## src/rtl/core/rssa_pkg.sv

```systemverilog
// ============================================================================
// Rectangle set package
// Shared types and constants of the rectangle set keeper.
// ============================================================================
`default_nettype none
package rssa_pkg;
    localparam int MaxRects  = 64;
    localparam int CoordBits = 16;
    localparam int IdxBits   = $clog2(MaxRects);
    localparam int CntBits   = IdxBits + 1;
    localparam int AreaBits  = 40;

    typedef enum logic [1:0] {
        FUNC_SUB  = 2'd0,
        FUNC_ADD  = 2'd1,
        FUNC_SUM  = 2'd2,
        FUNC_LIST = 2'd3
    } t_func;

    typedef struct packed {
        logic signed [CoordBits-1:0] t;
        logic signed [CoordBits-1:0] b;
        logic signed [CoordBits-1:0] l;
        logic signed [CoordBits-1:0] r;
    } t_box;

    typedef enum logic [3:0] {
        S_IDLE, S_RD, S_CUT, S_PIECE, S_APPEND, S_SWAP,
        S_SUM, S_SUM_END, S_LIST, S_RESP, S_WAIT
    } t_state;

    // Controller to datapath commands.
    typedef struct packed {
        logic load_cmd;    // capture input request
        logic clr_idx;     // restart walk
        logic rd;          // read current entry
        logic cut_load;    // capture entry into cut working set
        logic piece;       // emit next piece or whole entry
        logic append;      // push request rectangle
        logic swap;        // toggle banks and commit count
        logic sum_init;
        logic sum_acc;
        logic out_resp;    // single response
        logic out_list;    // list entry response
        logic out_sum;     // summary response
        logic next_idx;
    } t_cmd;

    typedef struct packed {
        logic idx_last;    // current index is last stored entry
        logic empty;       // stored count is zero
        logic cut_done;    // nothing left to emit for this entry
        logic out_busy;    // output register holds a result the receiver is not taking
    } t_stat;
endpackage
`default_nettype wire

```

## src/rtl/core/rssa_ctrl.sv

```systemverilog
// ============================================================================
// Rectangle set controller
// Sequences reads, cuts, summaries and listing over the stored set.
// ============================================================================
`default_nettype none
module rssa_ctrl
    import rssa_pkg::*;
(
    input  wire logic  i_clk,
    input  wire logic  i_rst_n,
    input  wire logic  i_req,
    input  wire t_func i_func,
    input  wire t_stat i_stat,
    output logic       o_ready,
    output t_cmd       o_cmd
);
    t_state r_state, n_state;
    t_func  r_func;

    always_ff @(posedge i_clk) begin
        if (!i_rst_n) begin
            r_state <= S_IDLE;
            r_func  <= FUNC_SUB;
        end else begin
            r_state <= n_state;
            if (i_req) r_func <= i_func;
        end
    end

    always_comb begin
        n_state = r_state;
        unique case (r_state)
            S_IDLE: begin
                if (i_req) begin
                    if (i_stat.empty) begin
                        if (i_func == FUNC_ADD) n_state = S_APPEND;
                        else if (i_func == FUNC_SUB) n_state = S_SWAP;
                        else n_state = S_RESP;
                    end else begin
                        n_state = S_RD;
                    end
                end
            end
            S_RD: begin
                if (r_func == FUNC_SUM) n_state = S_SUM;
                else if (r_func == FUNC_LIST) n_state = S_LIST;
                else n_state = S_CUT;
            end
            S_CUT:   n_state = S_PIECE;
            S_PIECE: begin
                if (i_stat.cut_done) begin
                    if (!i_stat.idx_last) n_state = S_RD;
                    else if (r_func == FUNC_ADD) n_state = S_APPEND;
                    else n_state = S_SWAP;
                end
            end
            S_APPEND: n_state = S_SWAP;
            S_SWAP:   n_state = S_RESP;
            S_SUM:    n_state = i_stat.idx_last ? S_SUM_END : S_RD;
            S_SUM_END: if (!i_stat.out_busy) n_state = S_WAIT;
            S_LIST: begin
                if (!i_stat.out_busy) n_state = i_stat.idx_last ? S_WAIT : S_RD;
            end
            S_RESP:   if (!i_stat.out_busy) n_state = S_WAIT;
            S_WAIT:   if (!i_stat.out_busy) n_state = S_IDLE;
            default:  n_state = S_IDLE;
        endcase
    end

    always_comb begin
        o_cmd   = '0;
        o_ready = (r_state == S_IDLE);
        o_cmd.load_cmd = i_req;
        o_cmd.clr_idx  = i_req;
        unique case (r_state)
            S_RD:     begin
                o_cmd.rd = 1'b1;
                if (r_func == FUNC_SUM) o_cmd.sum_init = 1'b0;
            end
            S_CUT:    o_cmd.cut_load = 1'b1;
            S_PIECE:  begin
                o_cmd.piece = 1'b1;
                if (i_stat.cut_done) o_cmd.next_idx = 1'b1;
            end
            S_APPEND: o_cmd.append = 1'b1;
            S_SWAP:   o_cmd.swap = 1'b1;
            S_SUM:    begin
                o_cmd.sum_acc  = 1'b1;
                o_cmd.next_idx = 1'b1;
            end
            S_SUM_END: o_cmd.out_sum = !i_stat.out_busy;
            S_LIST:   begin
                o_cmd.out_list = !i_stat.out_busy;
                o_cmd.next_idx = !i_stat.out_busy;
            end
            S_RESP:   o_cmd.out_resp = !i_stat.out_busy;
            default:  ;
        endcase
        if (r_state == S_IDLE && i_req) o_cmd.sum_init = 1'b1;
    end

    a_ready_idle: assert property (@(posedge i_clk) disable iff (!i_rst_n)
        o_ready |-> r_state == S_IDLE) else $error("ready outside idle");
    a_one_out: assert property (@(posedge i_clk) disable iff (!i_rst_n)
        $countones({o_cmd.out_resp, o_cmd.out_list, o_cmd.out_sum}) <= 1)
        else $error("two results at once");
    a_swap_resp: assert property (@(posedge i_clk) disable iff (!i_rst_n)
        o_cmd.swap |=> r_state == S_RESP) else $error("swap not followed by response");
endmodule
`default_nettype wire

```

## config.mk

```make
export PLATFORM = sky130hd
export DESIGN_NAME = rssa_ctrl
export DESIGN_NICKNAME = d
export VERILOG_FILES = /design/src/rtl/core/rssa_pkg.sv /design/src/rtl/core/rssa_ctrl.sv
export SDC_FILE = /design/constraint.sdc
export NUM_CORES = 1
export LEC_CHECK = 0
export ABC_AREA = 1
export BUFFER_PORTS_ARGS = -buffer_cell sky130_fd_sc_hd__clkbuf_2
export CAP_MARGIN = 20
export CORE_MARGIN = 2
export CORE_UTILIZATION = 35
export CTS_CLUSTER_SIZE = 24
export DETAILED_ROUTE_END_ITERATION = 10
export GPL_TIMING_DRIVEN = 0
export SKIP_LAST_GASP = 1
export SLEW_MARGIN = 20
export SYNTH_ARGS = -nofsm -noshare
export SYNTH_HDL_FRONTEND = slang
export SYNTH_SLANG_ARGS = --single-unit
```

## constraint.sdc

```tcl
create_clock -name i_clk -period 3.28 [get_ports i_clk]
set_input_delay 0.164 -clock i_clk [delete_from_list [all_inputs] [get_ports i_clk]]
set_output_delay 0.164 -clock i_clk [all_outputs]
set_load 0.02 [all_outputs]
```

---- Word level (Yosys, flattened, before mapping) ----
Cells that the tools add are included.
storage, ports and cells
  input port bits ......................... 9
  output and inout bits ................... 14
  flip-flop bits (word level) ............. 6
  logic and storage cells ................. 54
operators by class
  eq/ne operators ......................... 19
  mux-type cells .......................... 27
  reduce and logical (&&, ||, !) cells .... 6
operator list
  kind                                                                    count
  4-bit two-way mux                                                       11
  4-bit case mux with 10 select lines                                     1
  4-bit by 3-bit equality test with 1-bit output (second input constant)  4
  4-bit equality test (second input constant)                             3
  1-bit two-way mux                                                       12
  2-bit != test (second input constant)                                   5
  4-bit by 2-bit equality test with 1-bit output (second input constant)  2
  3-bit two-way mux                                                       2
  5-bit AND reduction                                                     1
  2-bit by 1-bit equality test with 1-bit output (second input constant)  2
  2-bit equality test (second input constant)                             2
  4-bit by 1-bit equality test with 1-bit output (second input constant)  1
  4-bit zero test                                                         1
  1-bit case mux with 3 select lines                                      1
  2-bit zero test                                                         1
  2-bit OR reduction                                                      1
  1-bit logical AND                                                       1
  1-bit zero test                                                         1

---- Depth between registers and ports, before layout ----
Gate-level depths: netlist of the first run.
  depth in word-level cells ............... 6
  depth in mapped cells ................... 8
  gate-level depth less buffers ........... 8

---- Worst setup path before layout of the first run ----
Ideal clock, no wire load.
  path kind ............................... flip-flop to output port
  start ................................... register r_state[3]
  end ..................................... output port o_cmd[0] (netlist bit)
  data arrival time ....................... 1259 ps
  path slack .............................. 1857 ps
  data required time ...................... 3116 ps
  buffers on the path ..................... 0
  cell stages (with the launch flop) ...... 6
  cells stage by stage .................... dfxtp_1 > inv_2 > nor2_2 > nand2_1 > nor2_1 > a211o_1
RTL lines
  item                    line             text
  start, declared         rssa_ctrl.sv:17  t_state r_state, n_state;
  start signal, assigned  rssa_ctrl.sv:25  r_state <= n_state;
  end, declared           rssa_ctrl.sv:15  output t_cmd o_cmd

==> impl_metrics.yaml, run 1 <==
layout:
  layout.nets: 142
  area_growth_pct: 27.1
  diodes: 0
  multiInputGateArea_um2: 365
  drive_above_1_share_pct: 30.5
  register_area_um2: 120
  fillers: 183
  fin_area_um2: 717
  stdcell_count: 147
route:
  routed_wl_um: 1530
  drc_errors: 0
  wl_per_cell_um: 10.4
  num_vias: 699
  vias_per_cell: 4.76
  drt_pass1_iterations: 4
  first_iter_violations: 14
  ant_nets: 0
placed_design:
  dp_hpwl_um: 1280
  dpl.cell_count: 144
  place_congestion: 0.857
  place_area_um2: 694
  port_buffers: 22
clocking:
  clk_pin_slew_ns: 0.05
  htreeDepth: 1
  clock-sinks: 6
  cts_buffer_depth: 2
  cts_root_buf: "clkbuf_4"
  numCtsBuffers: 3
  postCtsHoldBufs: 0
  clock_latency_ns: 0.24
  cts_tree: "done"
  cts-resized-gates: 0
  post_cts_buffers: 0
floorplanning:
  die_w_um: 44.2
  core_area_um2: 1510
  die_h_um: 44.2
  rows: 14
  ioPinCount: 23
  die_area_um2: 1950
  initial_core_util_pct: 37.5
job:
  drv_cap: 0
sta:
  rsz0062_at_grt: "false"
  skew_ns: 0.00566
  slew_headroom_pct: 77.4
  hold_violations: 0
  layout_min_cycle_time_ns: 1.60
  post-route-period-util_pct: 48.8
  fmax_mhz: 625
  worst_pin_slew_ns: 0.338
  setup_viol: 0
  tns_ns: 0
  slew_viol_final: 0
power_and_ir_drop:
  p_sw_share_pct: 56.7
  pwr-share-comb_pct: 68.9
  seqPwrFrac_pct: 20.3
  internal_power_w: 0.000269
  p_clk_share_pct: 10.8
  ir_worst_vdd_mv: 0.310
  powerDensity_nw_per_um2: 864
  p_leak_nw: 0.452
  power.switching_w: 0.000351
grt:
  antenna_found_initial: 0
  grt-ovfl-total: 0
  grt_pass1_vias: 598
  grt_pass1_wl_um: 2420
  grt.total_usage_pct: 16.7
  grt_max_degree: 9
critical_path:
  worstPathArrival_ns: 1.44
  end_kind: "primary output"
  critPathLaunchType: "flip-flop"
  required_ns: 3.12
  crit_top_cell: "nor2_1"
  critPathMaxStageDelay_ns: 0.35
  path_class: "flip-flop to primary output"
  cp_cell_sequence: "nor2_1 > nand2_1 > nor2_1 > a211o_1 > clkbuf_2"
  path_buf_inv: 1
  crit_family: "simple AND/OR/NAND/NOR gates"
  crit_slowest_cell: "dfxtp_1"
  path_max_fanout: 6
synthesis:
  synth_common_cells: "nand2_1, nor2_1, inv_1"
  ys.warnings.count: 0
  synth_top_area_share_pct: 21.3
  synthDistinctLibCells: 17
  syn_nets: 115
  seq_area_frac_synth_pct: 21.3
  synth_edf_count: 0
  yosys.area.top_type: "dfxtp_1"
  syn-instance-count: 106
  synth_most_common_cell: "nand2_1"
  synthTopCellsByArea: "dfxtp_1, nand2_1, nor2_1"
  ys_seq_elements: 6
  synth_area_per_cell_um2: 5.32
  async_flop_share_pct: 0
  ys.flop_type: "dfxtp_1"
  syn_area_um2: 564
status:
  status: "finished clean"
min_path:
  min_path_type: "input port to flip-flop"
==> cells by family after synthesis <==
kind of cell | count (synthesis) | synth area share [%]
DFF | 6 | 21.3
and+or+nand+nor | 71 | 54.1
AOI/OAI and AO/OA | 10 | 10.6
buffers and inverters | 19 | 14.0
==> flip-flops by register name (all words and copies together) (netlist names) <==
signal   cells
r_func       2
r_state      4
==> layout make-up <==
type | instances | share of cell area, %
Buffer | 2 | 2.09
Clock buffer | 3 | 3.14
Inverter | 17 | 8.90
Multi-Input combinational cell | 81 | 51.0
Sequential cell | 6 | 16.8
Tap cell | 16 | 2.79
Timing Repair Buffer | 22 | 15.4
==> layer usage <==
layer / global-route usage (%) / wire length, µm / share of wire, % / vias up
met5: 0 / 0 / 0 / -
met4: 1.82 / 10 / 0.66 / 0
met3: 6.12 / 108 / 7.1 / 2
met2: 26.8 / 684 / 45 / 27
met1: 22.0 / 723 / 47 / 296
li1: - / - / - / 374
==> tightest hold or removal path: stages <==
cell	delay (ns)
clkbuf_2	0.10
o21ai_0	0.06
nor2_1	0.04
==> cell usage in the layout (no fill, tap or decap), types with 3 or more instances in the layout <==
cell,instances
a21oi_1,5
clkbuf_2,22
clkbuf_4,3
dfxtp_1,6
inv_1,13
inv_2,4
nand2_1,32
nand2_2,5
nand3_1,9
nor2_1,19
nor2_2,3
==> path summary, 6_finish.rpt <==
path,startpoint,to,slack (ns),depth (start not counted)
hold / removal,i_rst_n,r_func[1],0.17,3
setup / recovery,r_state[0],o_cmd[0],1.68,5
hold reg to reg,r_func[0],r_func[0],0.50,2
setup reg to reg,r_state[0],r_state[3],1.93,8
==> metrics by stage <==
stage / util (%) / setup WS (ns) / hold slack (ns) / total power [W]
after floorplan: - / 1.86 / 0.299 / 0.000435
after global placement: 46.1 / 1.96 / 0.420 / 0.000551
after detailed placement: 46.1 / 1.94 / 0.418 / 0.000553
after CTS: 47.6 / 1.67 / 0.163 / 0.000624
after global routing: 47.6 / 1.57 / 0.171 / 0.000680
final: 47.6 / 1.68 / 0.169 / 0.000619
==> power groups by stage <==
stage | Clock [W] | Sequential, W | Combinational [W]
CTS | 0.0000697 | 0.000126 | 0.000428
global placement | 0 | 0.000126 | 0.000425
detailed placement | 0 | 0.000127 | 0.000426
finish | 0.0000669 | 0.000126 | 0.000427
global route | 0.0000741 | 0.000130 | 0.000476
floorplan | 0 | 0.000120 | 0.000315
Power figures use the tool's default switching activity.
==> run 2, diff against run 1 <==
==> constraint.sdc (replaced) <==
create_clock -name i_clk -period 1.6 [get_ports i_clk]
set_input_delay 0.08 -clock i_clk [delete_from_list [all_inputs] [get_ports i_clk]]
set_output_delay 0.08 -clock i_clk [all_outputs]
set_load 0.02 [all_outputs]
==> run 2 against run 1 <==
Net effect:
- utilization increased by 0.42 points
- clock skew unchanged
- die area unchanged
- final cell count unchanged
- via count up 0.43%
- register-to-register slack worse by 1.7 ns
- non-clock buffer count did not move
- first-iteration DRC count down 29%
- setup slack got worse by 1.6 ns
- clock power increased by 100%
- critical endpoint unchanged
- worst hold slack got worse by 0.084 ns
- wire length grew 0.72%
==> impl_metrics.yaml, run 2 (same netlist as run 1, synthesis figures left out) <==
floorplanning:
  rows: 14
  die_w_um: 44.2
  initial_core_util_pct: 37.5
  core_area_um2: 1510
  ioPinCount: 23
  die_area_um2: 1950
  die_h_um: 44.2
critical_path:
  rr_endpoint: "r_state[3]"
  setup.worst_path.end: "o_cmd[0]"
  critPathLaunchType: "flip-flop"
  end_kind: "primary output"
  crit_start: "r_state[2]"
  worstReg2RegStart: "r_state[2]"
  reg2reg_depth: 7
  path_max_fanout: 4
  critPathMaxStageDelay_ns: 0.41
  r2r_slack_ns: 0.26
  crit_slowest_cell: "dfxtp_1"
  cp_cell_sequence: "inv_2 > nor2_2 > nand2_1 > inv_1 > a211o_1 > clkbuf_2"
  path_class: "flip-flop to primary output"
  worstPathArrival_ns: 1.41
  required_ns: 1.52
sta:
  slew_headroom_pct: 77.5
  skew_ns: 0.00566
  fmax_mhz: 673
  hold_violations: 0
  layout_min_cycle_time_ns: 1.49
  worst_pin_slew_ns: 0.338
  setup_viol: 0
  post-route-period-util_pct: 92.8
  slew_viol_final: 0
  rsz0062_at_grt: "true"
route:
  drt_pass1_iterations: 4
  first_iter_violations: 10
  drc_errors: 0
  num_vias: 702
  vias_per_cell: 4.78
  ant_nets: 0
  met1_length_um: 738
  met2WireLength_um: 695
  wl_per_cell_um: 10.5
  met3_length_um: 92
  routed_wl_um: 1540
  highest_layer: "met4"
layout:
  drive_above_1_share_pct: 32.8
  area_growth_pct: 28.2
  top_register: "r_state"
  diodes: 0
  largestRegisters: "r_state (4), r_func (2)"
  layout.nets: 142
  fin_area_um2: 723
  largest_reg_flops: 4
  final_common_cell: "nand2_1"
  utilization_pct: 48.0
  mostFrequentLayoutCells: "nand2_1, clkbuf_2, nor2_1"
  fillers: 183
clocking:
  clk_pin_slew_ns: 0.05
  post_cts_buffers: 0
  cts_buffer_depth: 2
  htreeDepth: 1
  clock-sinks: 6
  cts_tree: "done"
  cts_root_buf: "clkbuf_4"
  clock_latency_ns: 0.24
  numCtsBuffers: 3
grt:
  grt-ovfl-total: 0
  grt.total_usage_pct: 16.7
  grt_pass1_wl_um: 2420
  antenna_found_initial: 0
  grt_max_degree: 9
  grt_pass1_vias: 598
min_path:
  worstHoldStart: "i_rst_n"
  min_path_cells: 3
  min_path_type: "input port to flip-flop"
power_and_ir_drop:
  p_leak_nw: 0.452
  ir_worst_vdd_mv: 0.649
  powerDensity_nw_per_um2: 1780
placed_design:
  port_buffers: 22
  dp_hpwl_um: 1280
  place_area_um2: 694
  place_congestion: 0.857
status:
  status: "finished clean"
job:
  drv_cap: 0
run 2: cell types whose count changed in the layout (fill, tap and decap cells not counted):
| cell | before | now |
|---|---|---|
| nor2_1 | 19 | 17 |
| nor2_2 | 3 | 5 |
| dfxtp_1 | 6 | 5 |
| dfxtp_2 | 0 | 1 |
run 2: worst min-delay path by stage:
stage / to / slack (ns)
2_1_floorplan: r_func[1] / 0.21
3_3_place_gp: r_func[1] / 0.34
3_5_place_dp: r_func[1] / 0.33
4_1_cts: r_func[1] / 0.08
5_1_grt: r_func[1] / 0.09
6_report: r_func[1] / 0.08
run 2: layout make-up:
| type | count | area [µm²] | area share, % |
|---|---|---|---|
| multi-input cells | 81 | 370 | 51.2 |
| flip-flops and latches | 6 | 121 | 16.8 |
| repair buffers | 22 | 110 | 15.2 |
| inverters | 17 | 63.8 | 8.82 |
| clock buffers | 3 | 22.5 | 3.11 |
| well taps | 16 | 20.0 | 2.77 |
| plain buffers | 2 | 15.0 | 2.08 |
run 2: stage by stage:
stage	cells	TNS [ns]	setup WS [ns]	power, W	hold slack [ns]
floorplan	106	0	0.261	0.000892	0.215
finish	147	0	0.115	0.00129	0.0850
global placement	144	0	0.279	0.00113	0.336
CTS	147	0	0.0748	0.00128	0.0788
detailed placement	144	0	0.268	0.00113	0.334
global route	147	-0.00272	-0.00272	0.00141	0.0874
run 2: repair_timing:
item,4_1_cts,5_1_grt
resized for setup,0,3
setup endpoints to repair,0,1
hold buffers,0,0
run 2: report_power, final:
group | total, W | internal, W | switching [W] | leakage [nW]
registers | 0.000266 | 0.000198 | 0.0000679 | 0.0499
logic | 0.000883 | 0.000275 | 0.000608 | 0.389
clock network | 0.000137 | 0.0000847 | 0.0000524 | 0.0138
run 2: metal layers:
layer / track usage (%) / vias up
met1: 22.0 / 301
met2: 26.8 / 25
li1: - / 374
met3: 6.12 / 2
met4: 1.82 / 0
met5: 0 / -
run 2: critical path, delay by kind of cell, from the launching register on:
family                 cells  cell delay (ns)
DFF                        1             0.41
buffers and inverters      3             0.33
and+or+nand+nor            2             0.32
AOI/OAI and AO/OA          1             0.10
==> run 3, diff against run 2 <==
--- a/config.mk
+++ b/config.mk
@@ -10,9 +10,11 @@
 export CAP_MARGIN = 20
 export CORE_MARGIN = 2
 export CORE_UTILIZATION = 35
+export CTS_BUF_LIST = sky130_fd_sc_hd__clkbuf_2
 export CTS_CLUSTER_SIZE = 24
 export DETAILED_ROUTE_END_ITERATION = 10
 export GPL_TIMING_DRIVEN = 0
+export REMOVE_ABC_BUFFERS = 1
 export SKIP_LAST_GASP = 1
 export SLEW_MARGIN = 20
 export SYNTH_ARGS = -nofsm -noshare
==> constraint.sdc (replaced) <==
create_clock -name i_clk -period 1.55 [get_ports i_clk]
set_input_delay 0.0775 -clock i_clk [delete_from_list [all_inputs] [get_ports i_clk]]
set_output_delay 0.0775 -clock i_clk [all_outputs]
set_load 0.02 [all_outputs]
==> run 3 against run 2 <==
Net effect:
- sequential share of layout area up 0.69 points
- critical endpoint unchanged
- count of clock-buffer cells in the layout did not move
- wire length fell by 6.1%
- highest routed layer is now met3
- die area unchanged
==> impl_metrics.yaml, run 3 (same netlist as run 1, synthesis figures left out) <==
status:
  status: "finished clean"
clocking:
  clk_pin_slew_ns: 0.06
  numCtsBuffers: 3
  clock-sinks: 6
  cts_buffer_depth: 2
  post_cts_buffers: 0
  cts_tree: "done"
  clock_latency_ns: 0.22
  htreeDepth: 1
  cts_root_buf: "clkbuf_2"
min_path:
  min_path_type: "input port to flip-flop"
  min_path_cells: 3
  worstHoldStart: "i_rst_n"
  holdPathEnd: "r_func[1]"
route:
  first_iter_violations: 14
  num_vias: 699
  ant_nets: 0
  routed_wl_um: 1440
  vias_per_cell: 4.82
  drt_pass1_iterations: 4
  wl_per_cell_um: 9.95
  drc_errors: 0
layout:
  largestRegisters: "r_state (4), r_func (2)"
  stdcell_count: 145
  utilization_pct: 46.6
  register_area_um2: 123
  fillers: 184
  fin_area_um2: 702
  largest_reg_flops: 4
  mostFrequentLayoutCells: "nand2_1, clkbuf_2, nor2_1"
  final_common_cell: "nand2_1"
  multiInputGateArea_um2: 370
  drive_above_1_share_pct: 32.6
  diodes: 0
  layout.nets: 140
  area_growth_pct: 24.4
  top_register: "r_state"
critical_path:
  critPathMaxStageDelay_ns: 0.44
  critPathLaunchType: "flip-flop"
  end_kind: "primary output"
  path_max_fanout: 5
  path_buf_inv: 1
  worstPathArrival_ns: 1.40
  r2r_slack_ns: 0.24
  worstReg2RegStart: "r_state[1]"
  crit_family: "flip-flops"
  path_class: "flip-flop to primary output"
  crit_slowest_cell: "dfxtp_1"
  required_ns: 1.47
  rr_endpoint: "r_state[0]"
  reg2reg_depth: 8
  cp_cell_sequence: "nand2_1 > nor2_1 > a211o_1 > clkbuf_2"
sta:
  post-route-period-util_pct: 95.5
  slew_viol_final: 0
  skew_ns: 0.0118
  rsz0062_at_grt: "true"
  setup_viol: 0
  layout_min_cycle_time_ns: 1.48
  slew_headroom_pct: 78.3
  worst_pin_slew_ns: 0.326
  worst_slack_ns: 0.0699
  fmax_mhz: 676
  hold_violations: 0
grt:
  antenna_found_initial: 0
  grt_pass1_vias: 624
  grt_max_degree: 9
  grt.total_usage_pct: 16.5
  grt-ovfl-total: 0
  grt_pass1_wl_um: 2460
floorplanning:
  ioPinCount: 23
  rows: 14
  die_w_um: 44.2
  die_area_um2: 1950
  die_h_um: 44.2
  core_area_um2: 1510
  initial_core_util_pct: 37.5
placed_design:
  place_ws_ns: 0.241
  place_area_um2: 679
  dpl.cell_count: 142
  dp_hpwl_um: 1220
  place_congestion: 0.823
  port_buffers: 22
power_and_ir_drop:
  power.switching_w: 0.000733
  internal_power_w: 0.000540
  p_sw_share_pct: 57.6
  powerDensity_nw_per_um2: 1810
  seqPwrFrac_pct: 21.8
  p_clk_share_pct: 8.1
  ir_worst_vdd_mv: 0.961
  p_leak_nw: 0.442
  pwr-share-comb_pct: 70.0
job:
  drv_cap: 0
run 3: cell types whose count changed in the layout (fill, tap and decap cells not counted), sizes merged:
cell  previous run  this run
buf              2         0
run 3: metal layers:
layer	track usage (%)	vias to the layer above	routed length, µm	share of wire [%]
met3	6.12	0	117	8.1
met4	0	0	0	0
met1	22.6	295	678	47
met2	26.5	29	646	45
li1	-	375	-	-
met5	0	-	0	0
run 3: stage by stage:
stage	total power (W)	hold slack, ns	TNS (ns)
5_1_grt	0.00142	0.0929	-0.0529
3_3_place_gp	0.00115	0.332	0
4_1_cts	0.00126	0.0984	0
6_report	0.00127	0.113	0
3_5_place_dp	0.00115	0.329	0
2_1_floorplan	0.000913	0.155	0
run 3: worst reg2reg max path: stages (launching register included):
cell	delay, ns
dfxtp_1	0.44
nand2_1	0.17
inv_2	0.12
nand3b_1	0.07
nand2_1	0.11
inv_1	0.06
nand2_2	0.08
nand2_1	0.05
a21oi_1	0.13
run 3: how the worst max path moves through the flow:
stage / start / to / slack, ns / cells after the start
after global routing: r_state[1] / o_cmd[0] / -0.05 / 6
after floorplan: r_state[3] / o_cmd[0] / 0.21 / 5
after detailed placement: r_state[2] / r_state[0] / 0.24 / 7
after CTS: r_state[3] / o_cmd[0] / 0.08 / 6
final: r_state[1] / o_cmd[0] / 0.07 / 4
after global placement: r_state[2] / r_state[0] / 0.23 / 7
run 3: final cells by class:
class,count,share of cell area (%)
inverter,17,9.09
multi-input combinational,81,52.8
clock buffer,3,2.14
tap,16,2.85
timing repair buffer,22,15.7
sequential,6,17.5
run 3: repair_timing:
action                                  CTS  global route
endpoints found under the setup margin    0             3
hold buffers                              0             0
resized for setup                         0             4
run 3: power by group through the flow:
stage | Sequential (W) | Clock, W | Combinational, W
floorplan | 0.000255 | 0 | 0.000659
global placement | 0.000268 | 0 | 0.000886
detailed placement | 0.000270 | 0 | 0.000881
finish | 0.000278 | 0.000103 | 0.000892
CTS | 0.000266 | 0.000111 | 0.000886
global route | 0.000288 | 0.000127 | 0.00100
